## config.mk

```make
export PLATFORM = sky130hd
export DESIGN_NAME = dioq_ctrl
export DESIGN_NICKNAME = d
export VERILOG_FILES = /design/src/rtl/dioq_pkg.sv /design/src/rtl/dioq_ctrl.sv
export SDC_FILE = /design/constraint.sdc
export NUM_CORES = 1
export LEC_CHECK = 0
export BUFFER_PORTS_ARGS = -buffer_cell sky130_fd_sc_hd__clkbuf_2
export CORE_AREA = 2 2 39 41
export DETAILED_ROUTE_END_ITERATION = 8
export DIE_AREA = 0 0 41 43
export PLACE_DENSITY = 0.7
export SLEW_MARGIN = 20
export SYNTH_ARGS = -nofsm -noshare
export SYNTH_HDL_FRONTEND = slang
export SYNTH_SLANG_ARGS = --single-unit
```

## constraint.sdc

```tcl
create_clock -name i_clk -period 1.3 [get_ports i_clk]
set_input_delay 0.065 -clock i_clk [delete_from_list [all_inputs] [get_ports i_clk]]
set_output_delay 0.065 -clock i_clk [all_outputs]
set_load 0.01 [all_outputs]
```

## src/rtl/dioq_pkg.sv

```systemverilog
// shared types and constants of the date-ordered insertion queue
`timescale 1ns / 1ps

package dioq_pkg;

    localparam int unsigned DEF_CAPACITY = 128;
    localparam int unsigned BEAT_W       = 72;

    localparam logic [1:0] OP_INSERT = 2'd0;
    localparam logic [1:0] OP_REMOVE = 2'd1;
    localparam logic [1:0] OP_READ   = 2'd2;

    localparam logic [1:0] ST_OK    = 2'd0;
    localparam logic [1:0] ST_FULL  = 2'd1;
    localparam logic [1:0] ST_EMPTY = 2'd2;
    localparam logic [1:0] ST_RANGE = 2'd3;

    typedef struct packed {
        logic [31:0] tag;
        logic [4:0]  day;
        logic [3:0]  month;
        logic [15:0] year;
    } t_entry;

    // input beat, lowest field in the lowest bits
    typedef struct packed {
        logic [5:0]  pad;
        logic [6:0]  read_index;
        logic [31:0] order_tag;
        logic [4:0]  order_day;
        logic [3:0]  order_month;
        logic [15:0] order_year;
        logic [1:0]  opcode;
    } t_in_beat;

    // output beat, lowest field in the lowest bits
    typedef struct packed {
        logic [4:0]  pad;
        logic [7:0]  pending_after;
        logic [31:0] out_tag;
        logic [4:0]  out_day;
        logic [3:0]  out_month;
        logic [15:0] out_year;
        logic [1:0]  status;
    } t_out_beat;

    // which logical slot the ram read port looks at
    typedef enum logic [1:0] {
        RD_KM1,
        RD_KM2,
        RD_HEAD,
        RD_IDX
    } t_rd_sel;

    typedef struct packed {
        logic       cap_in;
        logic       k_load;
        logic       k_dec;
        t_rd_sel    rd_sel;
        logic       ram_we;
        logic       wr_item;
        logic       res_ld;
        logic [1:0] res_status;
        logic       res_use_rdata;
        logic       cnt_inc;
        logic       cnt_dec;
        logic       head_inc;
        logic       out_ld;
    } t_cmd;

    typedef struct packed {
        logic [1:0] op;
        logic       full;
        logic       empty;
        logic       idx_oob;
        logic       k_zero;
        logic       k_one;
        logic       stored_ge;
        logic       out_free;
    } t_sts;

endpackage

```

## src/rtl/dioq_ctrl.sv

```systemverilog
// controller state machine sequencing insert scans, fetches and result hand-off
`timescale 1ns / 1ps

module dioq_ctrl (
    input  logic           i_clk,
    input  logic           i_rst_n,
    input  logic           i_s_tvalid,
    output logic           o_s_tready,
    input  dioq_pkg::t_sts i_sts,
    output dioq_pkg::t_cmd o_cmd
);

    import dioq_pkg::*;

    typedef enum logic [2:0] {
        S_IDLE,
        S_EXEC,
        S_INS_ISSUE,
        S_INS_SCAN,
        S_FETCH,
        S_DONE
    } t_state;

    t_state r_state;
    t_state n_state;
    logic   r_ready;
    logic   n_ready;

    always_comb begin
        n_state = r_state;
        o_cmd   = '0;
        o_cmd.rd_sel     = RD_HEAD;
        o_cmd.res_status = ST_OK;
        case (r_state)
            S_IDLE: begin
                if (i_s_tvalid) begin
                    o_cmd.cap_in = 1'b1;
                    n_state      = S_EXEC;
                end
            end
            S_EXEC: begin
                case (i_sts.op)
                    OP_INSERT: begin
                        if (i_sts.full) begin
                            o_cmd.res_ld     = 1'b1;
                            o_cmd.res_status = ST_FULL;
                            n_state          = S_DONE;
                        end else begin
                            o_cmd.k_load = 1'b1;
                            n_state      = S_INS_ISSUE;
                        end
                    end
                    OP_REMOVE: begin
                        if (i_sts.empty) begin
                            o_cmd.res_ld     = 1'b1;
                            o_cmd.res_status = ST_EMPTY;
                            n_state          = S_DONE;
                        end else begin
                            o_cmd.rd_sel = RD_HEAD;
                            n_state      = S_FETCH;
                        end
                    end
                    OP_READ: begin
                        if (i_sts.idx_oob) begin
                            o_cmd.res_ld     = 1'b1;
                            o_cmd.res_status = ST_RANGE;
                            n_state          = S_DONE;
                        end else begin
                            o_cmd.rd_sel = RD_IDX;
                            n_state      = S_FETCH;
                        end
                    end
                    default: begin
                        o_cmd.res_ld = 1'b1;
                        n_state      = S_DONE;
                    end
                endcase
            end
            S_INS_ISSUE: begin
                if (i_sts.k_zero) begin
                    o_cmd.ram_we  = 1'b1;
                    o_cmd.wr_item = 1'b1;
                    o_cmd.cnt_inc = 1'b1;
                    o_cmd.res_ld  = 1'b1;
                    n_state       = S_DONE;
                end else begin
                    o_cmd.rd_sel = RD_KM1;
                    n_state      = S_INS_SCAN;
                end
            end
            S_INS_SCAN: begin
                // read data is slot k-1; move it up while it is not below the new key
                if (i_sts.stored_ge) begin
                    o_cmd.ram_we = 1'b1;
                    o_cmd.k_dec  = 1'b1;
                    o_cmd.rd_sel = RD_KM2;
                    if (i_sts.k_one) begin
                        n_state = S_INS_ISSUE;
                    end
                end else begin
                    o_cmd.ram_we  = 1'b1;
                    o_cmd.wr_item = 1'b1;
                    o_cmd.cnt_inc = 1'b1;
                    o_cmd.res_ld  = 1'b1;
                    n_state       = S_DONE;
                end
            end
            S_FETCH: begin
                o_cmd.res_ld        = 1'b1;
                o_cmd.res_use_rdata = 1'b1;
                if (i_sts.op == OP_REMOVE) begin
                    o_cmd.head_inc = 1'b1;
                    o_cmd.cnt_dec  = 1'b1;
                end
                n_state = S_DONE;
            end
            S_DONE: begin
                if (i_sts.out_free) begin
                    o_cmd.out_ld = 1'b1;
                    n_state      = S_IDLE;
                end
            end
            default: begin
                n_state = S_IDLE;
            end
        endcase
        n_ready = (n_state == S_IDLE);
    end

    always_ff @(posedge i_clk) begin
        if (!i_rst_n) begin
            r_state <= S_IDLE;
            r_ready <= 1'b1;
        end else begin
            r_state <= n_state;
            r_ready <= n_ready;
        end
    end

    assign o_s_tready = r_ready;

endmodule

```

==> metrics.txt, run 1 <==
CP max-delay cell=dfxtp_4; commonest non-fill, non-tap cell in the layout=clkbuf_2; CTS Root Cell=clkbuf_4; Max Clock Skew=0.628 ps; H-tree levels=1; Residual DRC=0; violated checks=setup timing; Synth Cell Area=459 µm²; syn avg cell area=9.00 µm²; fill count=138; Clock Sinks=4; share of layout cells above drive strength 1=68.6%; power density of the placed cells=791 mW/mm²; DRT Pass-1 Iters=2; GRT Util Overall=14.5%; unrepaired setup endpoints after global routing=yes; fin crit period=1320 ps; Seq/Total Area, Yosys=17.4%; MaxCap Viol Count=0; worst-path cell chain=nor3b_4, buf_4, buf_6, nand4bb_4, a21oi_4, nor3_2; Final HPWL DP=906 µm; Starting DRT DRC Count=2; Post-Synthesis Cells=51; internal power=0.000394 W; Startpoint Class=flip-flop; first-pass GRT wire length=1.73 mm; core area=0.00138 mm²; Die ar.=0.00176 mm²; Crit path required time=1420 ps; fmax=756 MHz; Worst Tran Pin Value=225 ps; routed vias/inst=4.82; Routed WL=1.14 mm; dpl cells=95; port buffer count=27; Slowest Stage Delay on Critical Path=360 ps; CTS tree=yes; Combinational Power Share=46.9%; Slew HR=85.0%; CP arrival=1440 ps; Buf+Inv Stages, Crit Path=2; Clock transition at path regs=30 ps; Vert. Die Dim=43 µm; P_sw=0.000188 W; clk_lat worst skew=230 ps; chip width=41 µm; clock tree buffer depth=2; Final setup viols=4; I/O pin count=28; most frequent cells in the layout=clkbuf_2 (21), buf_4 (7), nor2_1 (5); post-route cell area=737 µm²; Max VDD drop=0.629 mV; Pins Over Slew Limit=0; Multi-input gate area=382 µm²; min setup slack post-route=-22.0 ps; switch share=32.3%; global route overflow=0; total CTS buffers=3; Seq. cell area=86.3 µm²; Area Growth Syn to Fin=60.5%; largest net degree at the start of global routing=7; GP Congestion=0.695; via count=492; hold crit path type=in -> reg; Finished Layout Cells=102; Crit. End Element=flip-flop; placed inst area=618 µm²; crit share post-route=102%; Pleak=0.373 nW; Antenna diodes=0; count of different cell masters after synthesis=29; Starting Density=33.2%; Clk pwr share=25.3%; post-route ant nets=0; sequential share of power=27.9%; crit path kind=reg -> reg; initial antenna violation count=0; Top delay family on crit path=simple AND/OR/NAND/NOR gates; fin nets=104; syn_nets=67; status=finished with violations; Seq cells post-synth=4; vias in the first global route=448; wire length per cell=11.1 µm; maximum fanout count along the critical path=6; Yosys warning count=0; final hold vios=0; # rows=14
synth_stat cells, drive strengths merged:
master   number  share of area, %
a31oi         1               2.7
nor3          1               2.2
a21o          1               1.6
nor3b         2               5.7
nand2b        3               5.2
nor2b         2               4.4
nand3b        1               1.6
ha            4                11
inv           4               3.3
nand4bb       1               2.5
o21bai        1               2.5
or3b          1               1.9
and2          1               1.4
a21oi         1               3.5
dfxtp         4                17
o21ai         2               2.2
or3           1               2.5
nor2          6               4.9
a22o          1               1.9
nand2         4               3.3
a22oi         1               1.6
a41oi         1               3.5
and3b         2               3.8
buf           3               5.7
a31o          2               3.8
layer usage:
metal | track usage [%] | vias to the layer above | wire, µm
li1 | - | 248 | -
met1 | 16.9 | 219 | 483
met2 | 22.2 | 21 | 550
met3 | 1.57 | 4 | 67
met4 | 12.0 | 0 | 34
met5 | 0 | - | 0
path summary, 6_finish.rpt:
kind                                 start          to  slack (ps)  cells past startpoint
worst max-delay path            r_state[0]  o_s_tready         -20                      6
worst min-delay path               i_rst_n  r_state[1]         170                      3
worst max register to register  r_state[0]  o_s_tready         -20                      6
worst min register to register  r_state[1]  r_state[1]         670                      3
final cells by class:
type                            instances  share of cell area (%)
Multi-Input combinational cell         40                    51.8
Sequential cell                         4                    11.7
Tap cell                               16                    2.72
Clock buffer                            3                    3.06
Timing Repair Buffer                   35                    28.7
Inverter                                4                    2.04
flip-flops by register name, summed over array words and instances, names as in the netlist:
register,flops
r_state,3
o_s_tready,1
metrics by stage:
| stage | setup TNS [ps] | hold WS (ps) | setup WS [ps] | utilization, % | total power (W) |
|---|---|---|---|---|---|
| after floorplan | 0 | 234 | 68.2 | - | 0.000299 |
| after global placement | 0 | 417 | 11.5 | 44.7 | 0.000375 |
| after detailed placement | -12.7 | 425 | -12.7 | 44.7 | 0.000378 |
| after CTS | -198 | 166 | -79.8 | 48.5 | 0.000554 |
| after global routing | -549 | 193 | -86.5 | 53.3 | 0.000630 |
| final | -56.7 | 173 | -22.0 | 53.3 | 0.000583 |
power by group through the flow:
stage / Sequential [W] / Combinational [W] / Clock (W)
final: 0.000162 / 0.000273 / 0.000147
after global routing: 0.000166 / 0.000297 / 0.000166
after CTS: 0.000163 / 0.000234 / 0.000157
after detailed placement: 0.000161 / 0.000217 / 0
after global placement: 0.000161 / 0.000214 / 0
after floorplan: 0.000157 / 0.000141 / 0
cell families (layout without fill, tap and decap cells):
kind of cell / after synthesis / in the layout / share of synthesized area, %
DFF: 4 / 4 / 17.4
and+or+nand+nor: 25 / 25 / 39.2
AOI/OAI and AO/OA: 11 / 11 / 23.4
adders and majority gates: 4 / 4 / 10.9
buffers and inverters: 7 / 42 / 8.99
timing repair:
item,in CTS,in global routing
pin swaps,2,3
buffers inserted,1,3
endpoints found under the hold margin,0,0
setup endpoints to repair,12,12
hold buffers,0,0
gates resized for setup,8,13
worst register-to-register path: stages, from the launching register on:
cell	delay, ps
dfxtp_4	360
nor3b_4	230
buf_4	160
buf_6	100
nand4bb_4	120
a21oi_4	180
nor3_2	60
(Power assumes the default switching activity.)
==> inputs of run 2 (changes only) <==
--- a/config.mk
+++ b/config.mk
@@ -5,11 +5,11 @@
 export SDC_FILE = /design/constraint.sdc
 export NUM_CORES = 1
 export LEC_CHECK = 0
-export BUFFER_PORTS_ARGS = -buffer_cell sky130_fd_sc_hd__clkbuf_2
 export CORE_AREA = 2 2 39 41
 export DETAILED_ROUTE_END_ITERATION = 8
 export DIE_AREA = 0 0 41 43
-export PLACE_DENSITY = 0.7
+export DONT_BUFFER_PORTS = 1
+export PLACE_DENSITY = 0.52
 export SLEW_MARGIN = 20
 export SYNTH_ARGS = -nofsm -noshare
 export SYNTH_HDL_FRONTEND = slang
==> run 2 against run 1 <==
Net effect:
- the run now ends clean
- flip-flop and latch count is the same
- fmax grew 2.5%
- routed wire length shrank 11%
- cell area shrank 21%
- combinational power shrank 31%
- die area is the same
- global-route usage shrank 0.97 points
- first-iteration DRC count shrank 50%
- cell count shrank 25%
- sequential power grew 2%
- core utilization shrank 11 points
- clock power grew 7%
- critical path type unchanged
- largest power group unchanged
==> metrics.txt, run 2 (synthesis gave the netlist of run 1 again) <==
max reg flops=3 (unchanged); Pins Over Slew Limit=0 (unchanged); Crit path required time=1430 ps (was 1420 ps); Hold Path Cell Cnt=2 (was 3); Startpoint Class=flip-flop (unchanged); final hold vios=0 (unchanged); Max Clock Skew=4.31 ps (was 0.628 ps); commonest non-fill, non-tap cell in the layout=buf_4 (was clkbuf_2); post-route ant nets=0 (unchanged); unrepaired setup endpoints after global routing=yes (unchanged); Max VDD drop=0.306 mV (was 0.629 mV); sequential share of power=32.4% (was 27.9%); chip width=41 µm (unchanged); switch share=32.2% (was 32.3%); routed vias/inst=5.12 (was 4.82); Worst Tran Pin Value=229 ps (was 225 ps); pre-CTS WS=55.2 ps (was -12.7 ps); crit share post-route=99.2% (was 102%); Pleak=0.259 nW (was 0.373 nW); DRT Pass-1 Iters=3 (was 2); Clk pwr share=30.7% (was 25.3%); GRT Util Overall=13.5% (was 14.5%); setup_tns=0 ps (was -56.7 ps); global route overflow=0 (unchanged); Starting DRT DRC Count=1 (was 2); CTS tree=yes (unchanged); power density of the placed cells=881 mW/mm² (was 791 mW/mm²); Die ar.=0.00176 mm² (unchanged); most frequent cells in the layout=buf_4 (8), nor2_1 (5), inv_1 (4), nand2_1 (4), ha_1 (4) (was clkbuf_2 (21), buf_4 (7), nor2_1 (5)); initial antenna violation count=0 (unchanged); CP arrival=1420 ps (was 1440 ps); clock tree buffer depth=2 (unchanged); Starting Density=33.2% (unchanged); post-route cell area=581 µm² (was 737 µm²); via count=394 (was 492); Combinational Power Share=36.9% (was 46.9%); share of layout cells above drive strength 1=50.8% (was 68.6%); hold crit path type=in -> reg (unchanged); clk_lat worst skew=240 ps (was 230 ps); CTS Root Cell=clkbuf_4 (unchanged); min setup slack post-route=10.2 ps (was -22.0 ps); wire length per cell=13.1 µm (was 11.1 µm); P_sw=0.000165 W (was 0.000188 W); total CTS buffers=3 (unchanged); Final HPWL DP=832 µm (was 906 µm); MaxCap Viol Count=0 (unchanged); Final setup viols=0 (was 4); final core area utilization=42.0% (was 53.3%); largest net degree at the start of global routing=7 (unchanged); R2R depth=5 (was 6); port buffer count=0 (was 27); Clock Sinks=4 (unchanged); core area=0.00138 mm² (unchanged); Antenna diodes=0 (unchanged); H-tree levels=1 (unchanged); # rows=14 (unchanged); maximum fanout count along the critical path=5 (was 6); vias in the first global route=386 (was 448); crit path kind=reg -> reg (unchanged); fmax=775 MHz (was 756 MHz); I/O pin count=28 (unchanged); first-pass GRT wire length=1.50 mm (was 1.73 mm); Area Growth Syn to Fin=26.4% (was 60.5%); Crit. End Element=flip-flop (unchanged); status=completed (was finished with violations); Routed WL=1.01 mm (was 1.14 mm); Vert. Die Dim=43 µm (unchanged); GP Congestion=0.709 (was 0.695); fin nets=79 (was 104); fin crit period=1290 ps (was 1320 ps); Clock transition at path regs=40 ps (was 30 ps); Slew HR=84.7% (was 85.0%); placed inst area=498 µm² (was 618 µm²); Reg with most FFs=r_state (unchanged); internal power=0.000347 W (was 0.000394 W); Residual DRC=0 (unchanged)
run 2: worst paths after layout:
check,start,end,slack (ps)
min,i_rst_n,r_state[1],80
max reg2reg,r_state[0],o_s_tready,10
max,r_state[0],o_s_tready,10
min reg2reg,r_state[2],r_state[1],690
run 2: per-layer routing:
layer	track usage [%]	part of all wire, %	vias up
li1	-	-	197
met1	9.94	34	177
met2	23.4	55	16
met3	4.19	6.2	4
met4	14.0	4.0	0
met5	0	0	-
run 2: worst max-delay path: stages (launching register included):
cell	delay [ps]
dfxtp_4	340
nor2b_4	120
or3_4	390
buf_6	130
a21oi_4	150
nor3_2	50
run 2: metrics by stage:
| stage | power, W | hold slack (ps) | instances |
|---|---|---|---|
| 2_1_floorplan | 0.000299 | 234 | 51 |
| 3_3_place_gp | 0.000333 | 269 | 70 |
| 3_5_place_dp | 0.000331 | 273 | 70 |
| 4_1_cts | 0.000511 | 74.7 | 76 |
| 5_1_grt | 0.000546 | 78.6 | 77 |
| 6_report | 0.000512 | 78.7 | 77 |
run 2: power groups by stage:
stage	combinational (W)	sequential (W)	clock, W
after floorplan	0.000141	0.000157	0
after global placement	0.000167	0.000166	0
after detailed placement	0.000165	0.000166	0
after CTS	0.000180	0.000168	0.000163
after global routing	0.000208	0.000168	0.000171
final	0.000189	0.000166	0.000157
run 2: repair_timing:
item	CTS	global route
pin swaps	2	2
cloned	0	0
hold buffers	0	0
resized for setup	8	3
setup endpoints to repair	9	7
setup buffers	3	1
run 2: cell type report:
class	instances	area, µm²
Tap cell	16	20.0
Clock buffer	3	22.5
Timing Repair Buffer	10	82.6
Sequential cell	4	88.8
Inverter	4	15.0
Fill cell	144	803
Multi-Input combinational cell	40	352
